File: src/protobuf_wire_field_parser_assert.svh
// ---------------------------------------------------------------------------
// Assertion macros for the protobuf wire field parser
// Implication checks clocked on clock and disabled while reset is high.
// ---------------------------------------------------------------------------
`ifndef PROTOBUF_WIRE_FIELD_PARSER_ASSERT_SVH
`define PROTOBUF_WIRE_FIELD_PARSER_ASSERT_SVH

// same-cycle implication
`define PWFP_ASSERT_NOW(label, ante, cons, msg) \
   label: assert property (@(posedge clock) disable iff (reset) (ante) |-> (cons)) \
      else $error(msg);

// next-cycle implication
`define PWFP_ASSERT_NEXT(label, ante, cons, msg) \
   label: assert property (@(posedge clock) disable iff (reset) (ante) |=> (cons)) \
      else $error(msg);

`endif

File: src/pwfp_pkg.sv
// ---------------------------------------------------------------------------
// pwfp_pkg
// Types and constants shared by the protobuf wire field parser.
// ---------------------------------------------------------------------------
package pwfp_pkg;

   localparam int MAX_PACKET_BYTES = 65535;
   localparam int POS_W            = $clog2(MAX_PACKET_BYTES + 2);
   localparam int LEN_W            = $clog2(MAX_PACKET_BYTES + 1);
   localparam int GC_W             = 4;
   localparam int VARINT_GROUPS    = 10;
   localparam int FIX64_BYTES      = 8;
   localparam int FIX32_BYTES      = 4;

   localparam logic [2:0] WT_VARINT = 3'd0;
   localparam logic [2:0] WT_FIX64  = 3'd1;
   localparam logic [2:0] WT_LEN    = 3'd2;
   localparam logic [2:0] WT_FIX32  = 3'd5;

   typedef enum logic [6:0] {
      PH_KEY    = 7'b0000001,
      PH_VARINT = 7'b0000010,
      PH_LEN    = 7'b0000100,
      PH_PAY    = 7'b0001000,
      PH_F64    = 7'b0010000,
      PH_F32    = 7'b0100000,
      PH_DROP   = 7'b1000000
   } phase_type;

   typedef enum logic [1:0] {
      KIND_SCALAR  = 2'd0,
      KIND_HEADER  = 2'd1,
      KIND_PAYLOAD = 2'd2,
      KIND_ERROR   = 2'd3
   } kind_type;

   typedef enum logic [3:0] {
      ERR_NONE          = 4'd0,
      ERR_KEY_VARINT    = 4'd1,
      ERR_ZERO_NUMBER   = 4'd2,
      ERR_VALUE_VARINT  = 4'd3,
      ERR_FIXED64_CUT   = 4'd4,
      ERR_LENGTH_VARINT = 4'd5,
      ERR_DELIM_CUT     = 4'd6,
      ERR_FIXED32_CUT   = 4'd7,
      ERR_WIRE_TYPE     = 4'd8
   } err_type;

   // first member is the most significant: fld_num lands in the low bits
   typedef struct packed {
      err_type     error_code;
      logic        payload_last;
      logic [7:0]  payload_byte;
      logic [63:0] value;
      logic [2:0]  wtype;
      logic [31:0] fld_num;
   } rsp_data_type;

   localparam int RSP_DATA_W = $bits(rsp_data_type);

   typedef struct packed {
      logic         valid;
      kind_type     kind;
      logic         packet_end;
      rsp_data_type data;
   } result_type;

endpackage

File: src/pwfp_core.sv
// ---------------------------------------------------------------------------
// pwfp_core
// Parse state and the single-pass step logic: one packet byte in, at most
// one result out, state updated at the same clock edge.
// ---------------------------------------------------------------------------
`include "protobuf_wire_field_parser_assert.svh"

module pwfp_core (
   input  logic                clock,
   input  logic                reset,
   input  logic                step,
   input  logic [7:0]          data_byte,
   input  logic                last,
   output pwfp_pkg::result_type res
);
   import pwfp_pkg::*;

   phase_type         phase_ff,  phase_in;
   logic [63:0]       acc_ff,    acc_in;
   logic [GC_W-1:0]   gc_ff,     gc_in;
   logic [31:0]       num_ff,    num_in;
   logic [2:0]        type_ff,   type_in;
   logic [LEN_W-1:0]  remain_ff, remain_in;
   logic [POS_W-1:0]  pos_ff,    pos_in;

   logic [6:0]        grp_shift;
   logic [63:0]       acc_grp;
   logic [63:0]       acc_fix;
   logic [LEN_W-1:0]  limit;
   logic [LEN_W-1:0]  remain_dec;
   logic [GC_W-1:0]   need;
   err_type           vcode;
   err_type           cut;

   assign grp_shift = {3'b000, gc_ff} * 7'd7;
   assign acc_grp   = acc_ff | (64'(data_byte[6:0]) << grp_shift[5:0]);
   assign acc_fix   = acc_ff | (64'(data_byte) << {gc_ff[2:0], 3'b000});
   assign need      = (phase_ff == PH_F64) ? GC_W'(FIX64_BYTES) : GC_W'(FIX32_BYTES);
   assign remain_dec = (remain_ff != '0) ? remain_ff - 1'b1 : remain_ff;

   always_comb begin
      unique case (phase_ff)
         PH_KEY:    vcode = ERR_KEY_VARINT;
         PH_VARINT: vcode = ERR_VALUE_VARINT;
         default:   vcode = ERR_LENGTH_VARINT;
      endcase
   end

   always_comb begin
      phase_in  = phase_ff;
      acc_in    = acc_ff;
      gc_in     = gc_ff;
      num_in    = num_ff;
      type_in   = type_ff;
      remain_in = remain_ff;
      pos_in    = pos_ff;
      cut       = ERR_NONE;
      limit     = '0;
      res.valid = 1'b0;
      res.kind  = KIND_SCALAR;
      res.data.value        = '0;
      res.data.payload_byte = '0;
      res.data.payload_last = 1'b0;
      res.data.error_code   = ERR_NONE;

      if (step) begin
         if (pos_ff <= POS_W'(MAX_PACKET_BYTES)) begin
            pos_in = pos_ff + 1'b1;
         end
         limit = (pos_in >= POS_W'(MAX_PACKET_BYTES)) ? '0
               : LEN_W'(POS_W'(MAX_PACKET_BYTES) - pos_in);

         unique case (phase_ff)
            PH_KEY, PH_VARINT, PH_LEN: begin
               if (data_byte[7]) begin
                  acc_in = acc_grp;
                  gc_in  = gc_ff + 1'b1;
                  if (gc_in >= GC_W'(VARINT_GROUPS) || last) begin
                     if (phase_ff == PH_KEY) begin
                        num_in  = '0;
                        type_in = '0;
                     end
                     res.valid           = 1'b1;
                     res.kind            = KIND_ERROR;
                     res.data.error_code = vcode;
                     phase_in            = PH_DROP;
                  end
               end else begin
                  acc_in = '0;
                  gc_in  = '0;
                  if (phase_ff == PH_KEY) begin
                     num_in  = acc_grp[34:3];
                     type_in = acc_grp[2:0];
                     if (num_in == '0) begin
                        res.valid           = 1'b1;
                        res.kind            = KIND_ERROR;
                        res.data.error_code = ERR_ZERO_NUMBER;
                        phase_in            = PH_DROP;
                     end else begin
                        case (type_in)
                           WT_VARINT: begin
                              phase_in = PH_VARINT;
                              cut      = ERR_VALUE_VARINT;
                           end
                           WT_FIX64: begin
                              phase_in = PH_F64;
                              cut      = ERR_FIXED64_CUT;
                           end
                           WT_LEN: begin
                              phase_in = PH_LEN;
                              cut      = ERR_LENGTH_VARINT;
                           end
                           WT_FIX32: begin
                              phase_in = PH_F32;
                              cut      = ERR_FIXED32_CUT;
                           end
                           default: begin
                              res.valid           = 1'b1;
                              res.kind            = KIND_ERROR;
                              res.data.error_code = ERR_WIRE_TYPE;
                              phase_in            = PH_DROP;
                           end
                        endcase
                        // a key with nothing after it in the packet
                        if (!res.valid && last) begin
                           res.valid           = 1'b1;
                           res.kind            = KIND_ERROR;
                           res.data.error_code = cut;
                           phase_in            = PH_DROP;
                        end
                     end
                  end else if (phase_ff == PH_VARINT) begin
                     phase_in       = PH_KEY;
                     res.valid      = 1'b1;
                     res.kind       = KIND_SCALAR;
                     res.data.value = acc_grp;
                  end else begin
                     res.valid = 1'b1;
                     if ((|acc_grp[63:LEN_W]) || (acc_grp[LEN_W-1:0] > limit)) begin
                        res.kind            = KIND_ERROR;
                        res.data.error_code = ERR_DELIM_CUT;
                        phase_in            = PH_DROP;
                     end else if (acc_grp == '0) begin
                        phase_in = PH_KEY;
                        res.kind = KIND_HEADER;
                     end else if (last) begin
                        res.kind            = KIND_ERROR;
                        res.data.error_code = ERR_DELIM_CUT;
                        phase_in            = PH_DROP;
                     end else begin
                        remain_in      = acc_grp[LEN_W-1:0];
                        phase_in       = PH_PAY;
                        res.kind       = KIND_HEADER;
                        res.data.value = acc_grp;
                     end
                  end
               end
            end
            PH_PAY: begin
               remain_in = remain_dec;
               res.valid = 1'b1;
               if (remain_dec == '0) begin
                  phase_in              = PH_KEY;
                  res.kind              = KIND_PAYLOAD;
                  res.data.payload_byte = data_byte;
                  res.data.payload_last = 1'b1;
               end else if (last) begin
                  res.kind            = KIND_ERROR;
                  res.data.error_code = ERR_DELIM_CUT;
                  phase_in            = PH_DROP;
               end else begin
                  res.kind              = KIND_PAYLOAD;
                  res.data.payload_byte = data_byte;
               end
            end
            PH_F64, PH_F32: begin
               acc_in = acc_fix;
               gc_in  = gc_ff + 1'b1;
               if (gc_in >= need) begin
                  acc_in         = '0;
                  gc_in          = '0;
                  phase_in       = PH_KEY;
                  res.valid      = 1'b1;
                  res.kind       = KIND_SCALAR;
                  res.data.value = acc_fix;
               end else if (last) begin
                  res.valid           = 1'b1;
                  res.kind            = KIND_ERROR;
                  res.data.error_code = (phase_ff == PH_F64) ? ERR_FIXED64_CUT
                                                             : ERR_FIXED32_CUT;
                  phase_in            = PH_DROP;
               end
            end
            PH_DROP: begin
               phase_in = PH_DROP;
            end
            default: begin
               phase_in = PH_KEY;
            end
         endcase

         // every packet end starts the next packet clean
         if (last) begin
            phase_in  = PH_KEY;
            acc_in    = '0;
            gc_in     = '0;
            remain_in = '0;
            pos_in    = '0;
         end
      end

      res.packet_end    = last;
      res.data.fld_num  = num_in;
      res.data.wtype    = type_in;
   end

   always_ff @(posedge clock) begin
      if (reset) begin
         phase_ff  <= PH_KEY;
         acc_ff    <= '0;
         gc_ff     <= '0;
         num_ff    <= '0;
         type_ff   <= '0;
         remain_ff <= '0;
         pos_ff    <= '0;
      end else begin
         phase_ff  <= phase_in;
         acc_ff    <= acc_in;
         gc_ff     <= gc_in;
         num_ff    <= num_in;
         type_ff   <= type_in;
         remain_ff <= remain_in;
         pos_ff    <= pos_in;
      end
   end

   `PWFP_ASSERT_NEXT(a_last_clears, step && last,
      phase_ff == PH_KEY && pos_ff == '0 && gc_ff == '0, "packet end left parse state")
   `PWFP_ASSERT_NOW(a_pay_nonzero, phase_ff == PH_PAY,
      remain_ff != '0, "payload phase with no bytes remaining")
   `PWFP_ASSERT_NOW(a_varint_groups,
      phase_ff == PH_KEY || phase_ff == PH_VARINT || phase_ff == PH_LEN,
      gc_ff < GC_W'(VARINT_GROUPS), "varint group count overran")
   `PWFP_ASSERT_NEXT(a_error_drops, step && res.valid && res.kind == KIND_ERROR,
      phase_ff == PH_DROP || phase_ff == PH_KEY, "error did not drop the packet")

endmodule

File: src/protobuf_wire_field_parser.sv
// ---------------------------------------------------------------------------
// protobuf_wire_field_parser
// Splits a byte stream of protobuf packets into wire fields and errors.
// ---------------------------------------------------------------------------
// Takes one packet byte per cycle and gives one result per byte that causes
// one: a finished scalar field, a delimited header, a payload byte or an
// error. Requests pass an input register, the step logic and a result
// register, so a result is held in the result register once its request
// has been stepped, and stays valid until it is taken; the step logic updates
// all parse state at once, which sets the sustained rate at one byte per
// clock while the result side keeps taking.
// After an error the remaining bytes of that packet give no result. No
// initialization pass is needed after reset.
module protobuf_wire_field_parser (
   input  logic                            clock,
   input  logic                            reset,
   input  logic                            req_tvalid,
   output logic                            req_tready,
   input  logic [7:0]                      req_tdata,  // [7:0] data_byte
   input  logic                            req_tlast,  // last_in_packet
   output logic                            rsp_tvalid,
   input  logic                            rsp_tready,
   // [31:0] fld_num, [34:32] wtype, [98:35] value,
   // [106:99] payload_byte, [107] payload_last, [111:108] error_code
   output logic [pwfp_pkg::RSP_DATA_W-1:0] rsp_tdata,
   output logic [1:0]                      rsp_tuser,  // [1:0] kind
   output logic                            rsp_tlast   // packet_end
);
   import pwfp_pkg::*;

   logic         in_valid_ff, in_valid_in;
   logic [7:0]   in_byte_ff;
   logic         in_last_ff;
   logic         out_valid_ff, out_valid_in;
   rsp_data_type out_data_ff;
   kind_type     out_kind_ff;
   logic         out_end_ff;
   logic         out_free;
   logic         step;
   result_type   res;

   assign out_free    = !out_valid_ff || rsp_tready;
   assign step        = in_valid_ff && out_free;
   assign req_tready  = !in_valid_ff || out_free;
   assign in_valid_in = req_tready ? req_tvalid : in_valid_ff;
   assign out_valid_in = out_free ? (step && res.valid) : out_valid_ff;

   pwfp_core u_core (
      .clock     (clock),
      .reset     (reset),
      .step      (step),
      .data_byte (in_byte_ff),
      .last      (in_last_ff),
      .res       (res)
   );

   always_ff @(posedge clock) begin
      if (reset) begin
         in_valid_ff  <= 1'b0;
         out_valid_ff <= 1'b0;
      end else begin
         in_valid_ff  <= in_valid_in;
         out_valid_ff <= out_valid_in;
      end
   end

   // hold the request until the step logic takes it
   always_ff @(posedge clock) begin
      if (req_tvalid && req_tready) begin
         in_byte_ff <= req_tdata;
         in_last_ff <= req_tlast;
      end
   end

   always_ff @(posedge clock) begin
      if (step && res.valid) begin
         out_data_ff <= res.data;
         out_kind_ff <= res.kind;
         out_end_ff  <= res.packet_end;
      end
   end

   assign rsp_tvalid = out_valid_ff;
   assign rsp_tdata  = out_data_ff;
   assign rsp_tuser  = out_kind_ff;
   assign rsp_tlast  = out_end_ff;

endmodule

File: config.mk
export PLATFORM = sky130hd
export DESIGN_NAME = protobuf_wire_field_parser
export DESIGN_NICKNAME = d
export VERILOG_FILES = /design/src/pwfp_pkg.sv /design/src/pwfp_core.sv /design/src/protobuf_wire_field_parser.sv
export VERILOG_INCLUDE_DIRS = /design/src /design/src/src
export SDC_FILE = /design/constraint.sdc
export NUM_CORES = 1
export LEC_CHECK = 0
export ABC_CLOCK_PERIOD_IN_PS = 10520
export BUFFER_PORTS_ARGS = -buffer_cell sky130_fd_sc_hd__buf_2
export CORE_AREA = 2 2 166 168
export DETAILED_ROUTE_END_ITERATION = 10
export DIE_AREA = 0 0 168 170
export GPL_TIMING_DRIVEN = 0
export MAX_ROUTING_LAYER = met4
export PLACE_DENSITY = 0.74
export SYNTH_ARGS = -nofsm -noshare
export SYNTH_HDL_FRONTEND = slang
export SYNTH_SLANG_ARGS = --single-unit
File: constraint.sdc
create_clock -name clock -period 10.52 [get_ports clock]
set_input_delay 2.104 -clock clock [delete_from_list [all_inputs] [get_ports clock]]
set_output_delay 2.104 -clock clock [all_outputs]
set_load 0.05 [all_outputs]
==> metrics.txt <==
Mapped Area around 15,000 um2; top-area cell type share of the netlist area 0.257; signed area change from the synthesized netlist to the final layout 14.3%; Setup Viol. Count Final 0; hpwl dp 39,500 um; first-pass GRT wire length 81,300 um; type of the tightest min-delay check register to register; Final WS setup 2610 ps; internal power consumption 0.00176 W; Detail Route Antenna Nets 0; total overflow reported by the global router 0; setup slack on the worst flop-to-flop path 2610 ps; Net Sw Power approximately 0.0007 W; number of buffers added to fix hold violations after cts 0; Multi-input gate area around 7300 um2; area of the core approximately 27,000 um2; portion of the post-synthesis area used by sequential elements 0.457; family with the most delay on the worst path compound AO/OA/AOI/OAI gates; Hold Vio Cnt, Final 0; final core utilization 0.622; Die X-Extent 168 um; setup repair after global routing missed its margin no; Peak supply drop 0.108 mV; pwr/cell area 149 nW/um2; total number of vias 14,700; register cell area after layout 6630 um2; worst-case hold path end point u_core.num_ff[20]$_SDFF_PP0_; count of distinct cell types in the synthesized netlist 85; Final Routed Wirelength 54,800 um; slowest stage cell on the critical path sky130_fd_sc_hd__a2bb2oi_1; number of core rows 60; startpoint type of the worst setup path register; die area 28,600 um2; vias in the first global route 13,300; commonest non-fill, non-tap cell in the layout sky130_fd_sc_hd__nor2_1; post-route clock skew 19.0 ps; number of instances in the synthesized netlist 1,608; Gates resized, CTS repair 0; cells taking the most area after synthesis sky130_fd_sc_hd__edfxtp_1 26%, sky130_fd_sc_hd__dfxtp_1 20%, sky130_fd_sc_hd__o22ai_1 5.1%, sky130_fd_sc_hd__a21oi_1 4.5%, sky130_fd_sc_hd__nor2_1 4.2%; combinational share of power 0.125; Boundary Pins 130; fillcell total between 2,000 and 2,500; arrival time at the worst endpoint between 8000 and 9000 ps; root cell of the clock tree sky130_fd_sc_hd__clkbuf_16; ratio of final minimum period to clock period 0.752; switching power share of the total 0.284; Worst Max-Slew Pin Slew 1510 ps; number of synthesized flops with an enable pin approximately 120; buffers added on ports approximately 130; overall routing resource usage 0.384; number of clock buffers inserted by TritonCTS 29; failing checks capacitance limit, slew limit; number of levels the H-tree was split into 1; beginning of the worst hold path u_core.num_ff[20]$_SDFF_PP0_; average wire per standard cell approximately 26 um; WP data required 10,860 ps; clk sink count 269; count of buffer and inverter cells on the critical path 5; starting density of the core 0.544; max frequency about 130 MHz; Cells on Worst Hold Path 2; Clock Path Buffers 3; CP endpoint kind register; pin count of the biggest net entering global routing 71; RePlAce Congestion ~1.0; worst slack, placed a little under 3000 ps; leading cell types in the layout, fill and taps excluded 161 x sky130_fd_sc_hd__nor2_1, 145 x sky130_fd_sc_hd__dfxtp_1, 144 x sky130_fd_sc_hd__buf_2; min cycle time layout 7910 ps; share of synthesized flip-flops with an asynchronous set or reset 0; fraction of layout instances using a drive strength above 1 0.127; cell-by-cell trace of the critical path fa_1 > ha_1 > inv_1 > fa_1 > buf_2 > buf_1 > a2bb2oi_1 > a21oi_1 > inv_1 > ha_1 > a21oi_1 > nor2_1 > a211oi_1 > nor2_1 > nor4_1 > o2111ai_1 > nor3b_4 > a21o_1 > clkbuf_1 > a21oi_1 > o22ai_1; Most Frequent Cell on Critical Path sky130_fd_sc_hd__a21oi_1; worst-case headroom to the max-slew limit -0.0108; Leakage 6.17 nW; proportion of power drawn by the clock network 0.416; largest area contributor in the netlist sky130_fd_sc_hd__edfxtp_1; Final TNS setup 0 ps; result of the run complete, but fails checks; launch instance of the worst register-to-register path u_core.gc_ff[2]$_SDFFE_PP0P_; worst skew pair latency 570 ps; number of max-capacitance violations reported 1; power share of the sequential group 0.459; terminus of the critical flop-to-flop path rsp_tdata[41]$_SDFFCE_PN0P_; Die Ht around 170 um; number of design rule violations left after detail routing 0; clock slew at reported path FFs 70 ps; mean post-synth cell area ~9 um2; Worst Path Class, Setup register to register; postcts setup bufs 0; length in cells of the worst reg-to-reg path 21; critical path fanouts, max 10; Net Count, Synth 1,652; net count of the finished layout approximately 1,800; TritonCTS clock tree done; Synth Warn # 0; initial antenna violation count 1; initial DRC count 2,200; number of max-slew violations in the final report 7; synthesized flop and latch total 269; maximum single-stage delay on the critical path ~1100 ps; first-pass iteration count of the detailed router 7; vias per cell 6.87; most frequently used flop master after synthesis sky130_fd_sc_hd__dfxtp_1
## worst register-to-register path, delay by kind of cell (launching register included)
| family | cells | cell delay (ps) |
|---|---|---|
| and+or+nand+nor | 4 | 1180 |
| DFF | 1 | 450 |
| AOI/OAI and AO/OA | 8 | 2950 |
| adders and majority gates | 4 | 1670 |
| buffers and inverters | 5 | 1470 |
## through the flow
step | power (W) | hold WS (ps) | std cells | cell area, um2
5_1_grt | 0.00252 | 483 | 2132 | 16600
2_1_floorplan | 0.00135 | 440 | 1608 | 14500
4_1_cts | 0.00246 | 462 | 2132 | 16600
3_5_place_dp | 0.00145 | 454 | 2078 | 15600
3_3_place_gp | 0.00145 | 447 | 2077 | 15600
6_report | 0.00247 | 462 | 2133 | 16600
## cells in the mapped netlist (6+ instances only)
cell type,count
sky130_fd_sc_hd__nand3_1,35
sky130_fd_sc_hd__edfxtp_1,124
sky130_fd_sc_hd__and2_1,48
sky130_fd_sc_hd__xnor2_1,16
sky130_fd_sc_hd__mux2i_1,17
sky130_fd_sc_hd__a21o_1,6
sky130_fd_sc_hd__o21ai_0,71
sky130_fd_sc_hd__clkbuf_1,87
sky130_fd_sc_hd__nor3_1,46
sky130_fd_sc_hd__buf_1,7
sky130_fd_sc_hd__a31oi_1,37
sky130_fd_sc_hd__dfxtp_1,145
sky130_fd_sc_hd__a211o_1,6
sky130_fd_sc_hd__inv_1,33
sky130_fd_sc_hd__nor4_1,22
sky130_fd_sc_hd__o31ai_1,7
sky130_fd_sc_hd__nand2_1,130
sky130_fd_sc_hd__o2bb2ai_1,8
sky130_fd_sc_hd__a211oi_1,12
sky130_fd_sc_hd__nor2b_1,17
sky130_fd_sc_hd__nand4_1,9
sky130_fd_sc_hd__a22oi_1,72
sky130_fd_sc_hd__buf_2,16
sky130_fd_sc_hd__or3_1,13
sky130_fd_sc_hd__xor2_1,9
sky130_fd_sc_hd__a22o_1,8
sky130_fd_sc_hd__ha_1,27
sky130_fd_sc_hd__nor2_1,161
sky130_fd_sc_hd__or2_2,8
sky130_fd_sc_hd__o211ai_1,9
sky130_fd_sc_hd__o22ai_1,119
sky130_fd_sc_hd__nand2b_1,14
sky130_fd_sc_hd__a32oi_1,11
sky130_fd_sc_hd__a21oi_1,129
sky130_fd_sc_hd__nand3b_1,7
## cells by family after synthesis
family | after synthesis | share of synthesized area
buffers and inverters | 148 | 0.0415
xor gates and xnor gates | 26 | 0.0162
DFF | 269 | 0.457
muxes | 25 | 0.0200
AOI/OAI and AO/OA | 564 | 0.253
adders and majority gates | 31 | 0.0288
and+or+nand+nor | 545 | 0.184
## area by class of cell
cell class                      instances  share of cell area
Buffer                                114              0.0286
Inverter                               34             0.00770
Clock buffer                           33              0.0465
Timing Repair Buffer                  129              0.0403
Tap cell                              341              0.0257
Clock inverter                         21              0.0113
Antenna cell                            1            0.000151
Multi-Input combinational cell       1191               0.440
Sequential cell                       269               0.400
## state kept, by name, indices dropped and copies added (netlist names)
signal and flops:
u_core.num_ff 32, u_core.type_ff 3, u_core.remain_ff 16, u_core.acc_ff 64, u_core.phase_ff 7, rsp_tuser 2, in_last_ff 1, rsp_tlast 1
u_core.pos_ff 17, in_byte_ff 8, rsp_tdata 112, rsp_tvalid 1, u_core.gc_ff 4, in_valid_ff 1
## layer usage
| layer | global-route usage | wire, um |
|---|---|---|
| met4 | 0.151 | 2370 |
| met2 | 0.552 | 23000 |
| met1 | 0.539 | 22500 |
| met5 | - | 0 |
| met3 | 0.0721 | 6990 |
## how the worst max path moves through the flow
stage | start | end | slack, ps | cells after the start
2_1_floorplan | u_core.gc_ff[0]$_SDFFE_PP0P_ | rsp_tdata[0]$_DFFE_PP_ | 3860 | 14
3_3_place_gp | u_core.gc_ff[2]$_SDFFE_PP0P_ | rsp_tdata[60]$_SDFFCE_PN0P_ | 1310 | 13
3_5_place_dp | u_core.gc_ff[2]$_SDFFE_PP0P_ | rsp_tdata[41]$_SDFFCE_PN0P_ | 2970 | 21
4_1_cts | u_core.gc_ff[2]$_SDFFE_PP0P_ | rsp_tdata[41]$_SDFFCE_PN0P_ | 2880 | 21
5_1_grt | u_core.gc_ff[2]$_SDFFE_PP0P_ | rsp_tdata[41]$_SDFFCE_PN0P_ | 2540 | 21
6_report | u_core.gc_ff[2]$_SDFFE_PP0P_ | rsp_tdata[41]$_SDFFCE_PN0P_ | 2610 | 21
## power by group through the flow
stage	Sequential, W	Clock, W	Combinational (W)
2_1_floorplan	0.00123	0	0.000128
3_3_place_gp	0.00116	0	0.000292
3_5_place_dp	0.00115	0	0.000298
4_1_cts	0.00113	0.00103	0.000298
5_1_grt	0.00113	0.00107	0.000318
6_report	0.00113	0.00103	0.000308
(Power assumes the default switching activity.)
